==> src/design/ccrt_pkg.sv <==
// ccrt_pkg: types, codes and constants shared by the command retry tracker.
// No dependencies; imported by ccrt_step and the tracker core.
`timescale 1ns / 1ps
`default_nettype none

package ccrt_pkg;

   // Event kinds carried on one transaction
   typedef enum logic [1:0] {
      OP_TICK    = 2'd0,
      OP_FRAME   = 2'd1,
      OP_SENT    = 2'd2,
      OP_UNUSED  = 2'd3
   } op_type;

   typedef enum logic [2:0] {
      EV_NONE        = 3'd0,
      EV_SUCCESS     = 3'd1,
      EV_HW_ERROR    = 3'd2,
      EV_INVALID     = 3'd3,
      EV_UNKNOWN     = 3'd4,
      EV_NO_RESPONSE = 3'd5
   } event_type;

   // Configuration register indexes
   typedef enum logic [1:0] {
      CSR_RESPONSE_TIMEOUT  = 2'd0,
      CSR_RETRY_LIMIT       = 2'd1,
      CSR_HEARTBEAT_TIMEOUT = 2'd2,
      CSR_RESERVED          = 2'd3
   } csr_index_type;

   localparam logic [10:0] ID_HEARTBEAT    = 11'h000;
   localparam logic [10:0] ID_VALVE_CMD    = 11'h200;
   localparam logic [10:0] ID_OUTPUT_CMD   = 11'h201;
   localparam logic [10:0] ID_INTERVAL_CMD = 11'h400;
   localparam logic [10:0] ID_VALVE_RESP   = 11'h300;
   localparam logic [10:0] ID_SHARED_RESP  = 11'h301;

   localparam int VALVE_COUNT  = 8;
   localparam int OUTPUT_COUNT = 3;

   localparam logic [7:0] VALVE_BITS  = 8'((1 << VALVE_COUNT) - 1);
   localparam logic [2:0] OUTPUT_BITS = 3'(((1 << OUTPUT_COUNT) - 1) & 7);

   localparam logic [15:0] AGE_MAX   = 16'hFFFF;
   localparam logic [15:0] TIMER_MAX = 16'hFFFF;

   localparam logic [15:0] RESET_RESPONSE_TIMEOUT  = 16'd1000;
   localparam logic [3:0]  RESET_RETRY_LIMIT       = 4'd3;
   localparam logic [15:0] RESET_HEARTBEAT_TIMEOUT = 16'd15000;

   typedef struct packed {
      logic [15:0] response_timeout;
      logic [3:0]  retry_limit;
      logic [15:0] heartbeat_timeout;
   } cfg_type;

   typedef struct packed {
      logic        pending;
      logic [10:0] pending_id;
      logic [63:0] pending_data;
      logic [3:0]  retries_done;
      logic [15:0] response_timer;
      logic [15:0] heartbeat_age;
      logic        heartbeat_seen;
      logic        online;
      logic [7:0]  valve_cmd;
      logic [7:0]  valve_act;
      logic [2:0]  output_cmd;
      logic [2:0]  output_act;
      logic [7:0]  status_state;
      logic [7:0]  status_errors;
      logic [15:0] uptime;
   } state_type;

   typedef struct packed {
      logic      resend;
      event_type evt;
   } step_type;

   function automatic event_type status_event(input logic [7:0] st);
      event_type ev;
      case (st)
         8'd0:    ev = EV_SUCCESS;
         8'd1:    ev = EV_HW_ERROR;
         8'd2:    ev = EV_INVALID;
         default: ev = EV_UNKNOWN;
      endcase
      return ev;
   endfunction

endpackage

`default_nettype wire

==> src/design/can_command_retry_and_response_tracker_core.sv <==
// Top level of the CAN command retry and response tracker.
// Depends on ccrt_pkg and ccrt_step.
//
//   channel  direction  handshake              payload
//   req      in         req_valid/req_ready    op, frame_id, frame_len, frame_data
//   rsp      out        rsp_valid/rsp_ready    resend, event, valve/output bits, peer status
//   csr      in         csr_valid/csr_ready    csr_index, csr_wdata
//
// One transaction per cycle: state and the result register update on the accepting edge,
// so the result appears in the cycle after acceptance and the next item may follow at once.
// A held result blocks req only while rsp_ready is low (single output register).
// Reset clears all tracker state and loads the default timeouts; csr is always ready.
`timescale 1ns / 1ps
`default_nettype none

module can_command_retry_and_response_tracker_core (
   input  logic        clock,
   input  logic        reset,
   input  logic        req_valid,
   output logic        req_ready,
   input  logic [1:0]  req_op,
   input  logic [10:0] req_frame_id,
   input  logic [3:0]  req_frame_len,
   input  logic [63:0] req_frame_data,
   output logic        rsp_valid,
   input  logic        rsp_ready,
   output logic        rsp_resend_valid,
   output logic [10:0] rsp_resend_id,
   output logic [63:0] rsp_resend_data,
   output logic [2:0]  rsp_event_res,
   output logic [7:0]  rsp_valves_commanded,
   output logic [7:0]  rsp_valves_actual,
   output logic [2:0]  rsp_outputs_commanded,
   output logic [2:0]  rsp_outputs_actual,
   output logic        rsp_peer_online,
   output logic [7:0]  rsp_peer_state,
   output logic [7:0]  rsp_peer_error_flags,
   output logic [15:0] rsp_peer_uptime,
   input  logic        csr_valid,
   output logic        csr_ready,
   input  logic [1:0]  csr_index,
   input  logic [15:0] csr_wdata
);
   import ccrt_pkg::*;

   cfg_type   cfg_ff;
   state_type state_ff;
   state_type state_in;
   step_type  step;
   logic      accept;

   logic        rsp_valid_ff;
   logic        resend_ff;
   logic [10:0] resend_id_ff;
   logic [63:0] resend_data_ff;
   event_type   event_ff;
   state_type   snap_ff;

   assign csr_ready = 1'b1;
   assign req_ready = !rsp_valid_ff || rsp_ready;
   assign accept    = req_valid && req_ready;

   always_ff @(posedge clock) begin
      if (reset) begin
         cfg_ff.response_timeout  <= RESET_RESPONSE_TIMEOUT;
         cfg_ff.retry_limit       <= RESET_RETRY_LIMIT;
         cfg_ff.heartbeat_timeout <= RESET_HEARTBEAT_TIMEOUT;
      end else if (csr_valid && csr_ready) begin
         case (csr_index_type'(csr_index))
            CSR_RESPONSE_TIMEOUT:  cfg_ff.response_timeout  <= csr_wdata;
            CSR_RETRY_LIMIT:       cfg_ff.retry_limit       <= csr_wdata[3:0];
            CSR_HEARTBEAT_TIMEOUT: cfg_ff.heartbeat_timeout <= csr_wdata;
            default: ;
         endcase
      end
   end

   ccrt_step u_step (
      .cfg        (cfg_ff),
      .cur        (state_ff),
      .op         (req_op),
      .frame_id   (req_frame_id),
      .frame_len  (req_frame_len),
      .frame_data (req_frame_data),
      .nxt        (state_in),
      .res        (step)
   );

   always_ff @(posedge clock) begin
      if (reset) begin
         state_ff     <= '0;
         rsp_valid_ff <= 1'b0;
      end else begin
         if (accept) begin
            state_ff <= state_in;
         end
         if (accept) begin
            rsp_valid_ff <= 1'b1;
         end else if (rsp_ready) begin
            rsp_valid_ff <= 1'b0;
         end
      end
   end

   // result payload, no reset needed
   always_ff @(posedge clock) begin
      if (accept) begin
         resend_ff      <= step.resend;
         resend_id_ff   <= step.resend ? state_in.pending_id : '0;
         resend_data_ff <= step.resend ? state_in.pending_data : '0;
         event_ff       <= step.evt;
         snap_ff        <= state_in;
      end
   end

   assign rsp_valid             = rsp_valid_ff;
   assign rsp_resend_valid      = resend_ff;
   assign rsp_resend_id         = resend_id_ff;
   assign rsp_resend_data       = resend_data_ff;
   assign rsp_event_res         = event_ff;
   assign rsp_valves_commanded  = snap_ff.valve_cmd;
   assign rsp_valves_actual     = snap_ff.valve_act;
   assign rsp_outputs_commanded = snap_ff.output_cmd;
   assign rsp_outputs_actual    = snap_ff.output_act;
   assign rsp_peer_online       = snap_ff.online;
   assign rsp_peer_state        = snap_ff.status_state;
   assign rsp_peer_error_flags  = snap_ff.status_errors;
   assign rsp_peer_uptime       = snap_ff.uptime;

   // idle tracker carries no retry count or running timer
   a_idle_clear: assert property (@(posedge clock) disable iff (reset)
      !state_ff.pending |-> (state_ff.retries_done == '0) && (state_ff.response_timer == '0))
      else $error("retry state left over without a pending command");

   a_online_seen: assert property (@(posedge clock) disable iff (reset)
      state_ff.online |-> state_ff.heartbeat_seen)
      else $error("peer online without any heartbeat");

   a_resend_no_event: assert property (@(posedge clock) disable iff (reset)
      rsp_valid_ff && resend_ff |-> (event_ff == EV_NONE))
      else $error("resend and event in one result");

   a_resend_zero: assert property (@(posedge clock) disable iff (reset)
      rsp_valid_ff && !resend_ff |-> (resend_id_ff == '0) && (resend_data_ff == '0))
      else $error("resend payload not cleared");

   a_resend_pending: assert property (@(posedge clock) disable iff (reset)
      accept && step.resend |=> state_ff.pending && (state_ff.response_timer == '0))
      else $error("resend without a restarted pending command");

endmodule

`default_nettype wire

==> src/design/ccrt_step.sv <==
// ccrt_step: next-state and event logic for one tick, received frame or sent command.
// Purely combinational; depends on ccrt_pkg.
`timescale 1ns / 1ps
`default_nettype none

module ccrt_step (
   input  ccrt_pkg::cfg_type   cfg,
   input  ccrt_pkg::state_type cur,
   input  logic [1:0]          op,
   input  logic [10:0]         frame_id,
   input  logic [3:0]          frame_len,
   input  logic [63:0]         frame_data,
   output ccrt_pkg::state_type nxt,
   output ccrt_pkg::step_type  res
);
   import ccrt_pkg::*;

   logic [7:0]  b0;
   logic [7:0]  b1;
   logic        len_ge2;
   logic        len_full;
   logic [15:0] timer_inc;
   logic [3:0]  retries_inc;
   logic [15:0] age_inc;
   logic [7:0]  vmask;
   logic [2:0]  omask;
   logic        track;

   assign b0       = frame_data[7:0];
   assign b1       = frame_data[15:8];
   // lengths above eight count as eight
   assign len_ge2  = (frame_len >= 4'd2);
   assign len_full = (frame_len >= 4'd8);
   assign timer_inc   = (cur.response_timer < TIMER_MAX) ? cur.response_timer + 16'd1
                                                         : cur.response_timer;
   assign retries_inc = cur.retries_done + 4'd1;
   assign age_inc     = (cur.heartbeat_age < AGE_MAX) ? cur.heartbeat_age + 16'd1
                                                      : cur.heartbeat_age;
   assign vmask = b0 & VALVE_BITS;
   assign omask = b0[2:0] & OUTPUT_BITS;

   always_comb begin
      nxt     = cur;
      res.resend = 1'b0;
      res.evt    = EV_NONE;
      track   = 1'b0;
      case (op)
         OP_TICK: begin
            if (cur.pending) begin
               nxt.response_timer = timer_inc;
               if (timer_inc >= cfg.response_timeout) begin
                  nxt.retries_done   = retries_inc;
                  nxt.response_timer = '0;
                  if (retries_inc < cfg.retry_limit) begin
                     res.resend = 1'b1;
                  end else begin
                     res.evt          = EV_NO_RESPONSE;
                     nxt.pending      = 1'b0;
                     nxt.retries_done = '0;
                  end
               end
            end
            nxt.heartbeat_age = age_inc;
            nxt.online = cur.heartbeat_seen && (age_inc <= cfg.heartbeat_timeout);
         end
         OP_FRAME: begin
            if (frame_id == ID_HEARTBEAT) begin
               if (len_ge2) begin
                  nxt.uptime         = {b1, b0};
                  nxt.heartbeat_age  = '0;
                  nxt.heartbeat_seen = 1'b1;
                  nxt.online         = 1'b1;
               end
            end else if (frame_id == ID_VALVE_RESP) begin
               if (len_ge2) begin
                  nxt.pending        = 1'b0;
                  nxt.retries_done   = '0;
                  nxt.response_timer = '0;
                  res.evt            = status_event(b1);
                  if (b1 == 8'd0) begin
                     nxt.valve_act = b0;
                  end
               end
            end else if (frame_id == ID_SHARED_RESP) begin
               // full-length frame with a small first byte is a status frame
               if (len_full && (b0 <= 8'd3)) begin
                  nxt.status_state  = b0;
                  nxt.status_errors = b1;
                  nxt.uptime        = frame_data[39:24];
               end else if (len_ge2) begin
                  nxt.pending        = 1'b0;
                  nxt.retries_done   = '0;
                  nxt.response_timer = '0;
                  res.evt            = status_event(b1);
                  if (b1 == 8'd0) begin
                     nxt.output_act = b0[2:0];
                  end
               end
            end
         end
         OP_SENT: begin
            if (frame_id == ID_VALVE_CMD) begin
               nxt.valve_cmd = (cur.valve_cmd & ~vmask) | (b1 & vmask);
               track = 1'b1;
            end else if (frame_id == ID_OUTPUT_CMD) begin
               nxt.output_cmd = (cur.output_cmd & ~omask) | (b1[2:0] & omask);
               track = 1'b1;
            end else if (frame_id == ID_INTERVAL_CMD) begin
               track = 1'b1;
            end
            if (track) begin
               nxt.pending        = 1'b1;
               nxt.pending_id     = frame_id;
               nxt.pending_data   = frame_data;
               nxt.retries_done   = '0;
               nxt.response_timer = '0;
            end
         end
         default: begin
            nxt = cur;
         end
      endcase
   end

endmodule

`default_nettype wire

==> config.mk <==
export PLATFORM = sky130hd
export DESIGN_NAME = can_command_retry_and_response_tracker_core
export DESIGN_NICKNAME = d
export VERILOG_FILES = /design/src/design/ccrt_pkg.sv /design/src/design/can_command_retry_and_response_tracker_core.sv /design/src/design/ccrt_step.sv
export SDC_FILE = /design/constraint.sdc
export NUM_CORES = 1
export LEC_CHECK = 0
export BUFFER_PORTS_ARGS = -buffer_cell sky130_fd_sc_hd__buf_2
export CORE_ASPECT_RATIO = 1.75
export CORE_MARGIN = 3
export CORE_UTILIZATION = 55
export DETAILED_ROUTE_END_ITERATION = 12
export PLACE_DENSITY = 0.87
export SLEW_MARGIN = 10
export SYNTH_ARGS = -nofsm -noshare
export SYNTH_HDL_FRONTEND = slang
export SYNTH_SLANG_ARGS = --single-unit
==> constraint.sdc <==
create_clock -name clock -period 11.2 [get_ports clock]
set_input_delay 0.56 -clock clock [delete_from_list [all_inputs] [get_ports clock]]
set_output_delay 0.56 -clock clock [all_outputs]
set_load 0.01 [all_outputs]
==> run metrics <==
status finished clean; Netlist Area Pre-Place about 15,000 sq um; top sig layer met4; Crit-path slowest cell buf_4; Die Wd between 100 and 150 um; Clock Latency Late Sink around 570 ps; pwr/cell area ~150 nW/um^2; R2R Path End rsp_resend_id[1]; CTS root buf clkbuf_16; Hold Path End cfg_ff[26]; post-route cell area between 15,000 and 20,000 sq um; die area between 20,000 and 30,000 sq um; drt wl/cell approximately 19 um; Initial DRT Pass Iterations 8; Post-synth EDFFs 134; height of the die between 200 and 250 um; Placed Area roughly 16,000 sq um; Routed met1 length between 10,000 and 15,000 um; Final WS setup about 6000 ps; # placed instances roughly 2,100; largest net degree at the start of global routing 100; Worst Max-Slew Pin Slew 1160 ps; syn_nets about 1,800; CTS clk-pin slew, worst paths about 70 ps; Max Cap Viol 0; relative slew slack ~23%; hold path cells 2; worst hold start csr_wdata[6]; post-synthesis simple-gate area fraction between 20% and 30%; largest family of logic cells by synthesized area simple AND/OR/NAND/NOR gates; Fin. Hold Viols 0; dpl ws just over 6000 ps; met2 wire length about 21,000 um; Int Power between 0.002 and 0.0025 W; row count between 70 and 80; I/O pins 241; total track usage between 20% and 30%; worst vdd ir roughly 0.00013 V; Critical Path Source Type flip-flop; I/O Buffers 238; Critical Path AT 5470 ps; GRT Residual Overflow 0; CTS tree built; average size of a mapped cell ~9 sq um; CTS resizes 0; DRT iter0 DRCs between 800 and 900; Yosys cell types 63; CP dominant cell by count and3_1; GP Congestion ~0.9; Comb power frac around 6.0%; via count roughly 13,000; Num CTS Buffers 31; number of routed nets with antenna violations 0; FFs w/ async S/R, synth 0%; Reg2Reg Depth 16; Seq pwr share ~51%; Synth Instances ~1,600; total area of sequential cells slightly above 8000 sq um; vias in the first global route ~12,000; Slowest Stage Delay on Critical Path 630 ps; Leak Pwr between 6 and 7 nW; Net count, final 1,958; clk buf depth 3; post-route clock period utilization between 40 and 50%; Worst setup EP type flip-flop; adder-cell share of the synthesized area under 10%; Worst Clk Skew 19.0 ps; RSZ-0062 raised after global routing no; post-route non-filler standard cell count 2,161; WP buf/inv 2; final setup vio count 0; Fin Setup TNS 0 ps; Cell Chain, Critical Path ha_1 -> and3_1 -> nand4_1 -> or3_1 -> and3_1 -> xor2_1 -> ha_1 -> a211oi_1 -> nor2_1 -> a211oi_1 -> o21ai_1 -> nand3_1 -> or2_2 -> buf_4 -> inv_1 -> and3_1; CP Max Fanout ~70; Initial Utilization between 50% and 60%; Fmax achieved roughly 0.19 GHz; initial antenna violation count 1; Hold WC Path Type input pin to flip-flop; CORE AREA ~27,000 sq um; Multi-input gate area roughly 6200 sq um; via/cell ratio ~5.8; Area Overhead vs Synth 16.0%; post-synthesis xor/xnor area fraction 1.41%; first-pass GRT wire length ~63,000 um; CP Data Required Time approximately 12,000 ps; sequential area share after synthesis a little over half; Detailed Place HPWL roughly 27,000 um; share of post-route cells with drive strength above 1 18.6%; r2r startpoint state_ff[72]; Top delay family on crit path simple AND/OR/NAND/NOR gates; post-route minimum period a little over 5000 ps; CTS Hold Buffers Added 0; Synth Flop Type dfxtp_1; postcts setup bufs 0; Yosys reg bits around 340; WL final 40,600 um; Sink Count approximately 340; Slew Viols, Final 0; post-synthesis mux area share 3.35%; Switching Share a little under a quarter; # fillers approximately 2,100; Clock Power Share 43.1%; critical path class flip-flop to flip-flop; H-tree depth 1; R2R setup slack 6040 ps; drt drc 0; post-synthesis compound-gate area fraction between 10% and 20%; met3 routed WL around 2800 um; net load switching power 0.000586 W; Ys Warns 0
flip-flops by register name (all words and copies together) (netlist names), 11 cells and up:
signal           count
state_ff           168
rsp_resend_data     64
cfg_ff              36
rsp_peer_uptime     16
rsp_resend_id       11
worst max path at each step:
stage / from / end / slack (ps) / cells past startpoint
2_1_floorplan: rsp_ready / rsp_event_res[0] / 5550 / 5
3_3_place_gp: state_ff[72] / rsp_resend_id[7] / 6310 / 16
3_5_place_dp: state_ff[72] / rsp_resend_id[1] / 6190 / 16
4_1_cts: state_ff[72] / rsp_resend_id[1] / 6170 / 16
5_1_grt: state_ff[72] / rsp_resend_id[1] / 5640 / 16
6_report: state_ff[72] / rsp_resend_id[1] / 6040 / 16
cells in the mapped netlist (13+ instances only):
cell type,number,area share [%]
mux2_2,24,1.8
ha_1,42,3.5
and3_1,14,0.59
edfxtp_1,134,27
nand4_1,18,0.75
o21ai_0,30,1.0
a211o_1,14,0.82
inv_1,55,1.4
nor2_1,88,2.2
and2_1,35,1.5
a211oi_1,13,0.65
xnor2_1,19,1.1
a21oi_1,214,7.2
mux2i_1,23,1.5
dfxtp_1,205,27
nand3_1,20,0.67
nand2_1,452,11
a22o_1,13,0.76
clkbuf_1,92,2.3
power groups by stage:
stage	registers (W)	logic, W	clock network (W)
finish	0.00132	0.000156	0.00112
global route	0.00133	0.000169	0.00118
CTS	0.00132	0.000155	0.00114
detailed placement	0.00135	0.000154	0
global placement	0.00135	0.000151	0
floorplan	0.00136	0.0000659	0
worst reg2reg max path: cells and delay by family, from the launching register on:
kind,cells,cell delay [ps]
simple gates,8,1870
compound gates,3,890
xor+xnor,1,280
buf+inv,2,940
fa+ha+maj,2,510
flops,1,420
cells by family after synthesis:
family,count (synthesis)
AOI/OAI and AO/OA,331
xor gates and xnor gates,24
adders and majority gates,42
buffers and inverters,168
DFF,339
muxes,47
other,1
and+or+nand+nor,691
final cells by class:
type / count / share of cell area [%]
Sequential cell: 339 / 46.9
Multi-Input combinational cell: 1136 / 35.9
Timing Repair Buffer: 249 / 7.38
Antenna cell: 1 / 0.0144
Inverter: 55 / 1.22
Tap cell: 324 / 2.34
Clock buffer: 39 / 5.13
Clock inverter: 18 / 1.12
placed cells by master, fill, tap and decap left out, drive strengths merged, types with 3 or more instances in the layout:
cell    synthesis  final
nand2         452    452
buf            21    249
a21oi         214    214
dfxtp         205    205
edfxtp        134    134
nor2           88     88
inv            55     56
ha             42     42
clkbuf         92     39
and2           35     35
o21ai          33     33
mux2           24     24
mux2i          23     23
nand3          20     20
xnor2          19     19
nand4          19     19
and3           14     14
a211o          14     14
a211oi         13     13
a22o           13     13
clkinv          0     12
nor2b          11     11
nor3            9      9
o31ai           9      9
or3             8      8
a221oi          8      8
a21o            7      7
nand2b          6      6
nor4            6      6
and4            5      5
or2             5      5
xor2            5      5
bufinv          0      4
o21a            3      3
per-layer routing:
metal | global-route usage [%] | vias to the layer above
met1 | 31.7 | 5942
met3 | 4.63 | 116
met2 | 47.1 | 532
met4 | 13.5 | 0
met5 | 0 | -
li1 | - | 5930
stage by stage:
| step | hold slack [ps] | util [%] | power [W] |
|---|---|---|---|
| 6_report | 229 | 65.0 | 0.00260 |
| 5_1_grt | 220 | 65.0 | 0.00267 |
| 4_1_cts | 204 | 64.9 | 0.00262 |
| 3_5_place_dp | 436 | 60.9 | 0.00150 |
| 3_3_place_gp | 434 | 60.9 | 0.00150 |
| 2_1_floorplan | 421 | - | 0.00143 |
No activity file was read; power rests on OpenSTA's default activity.
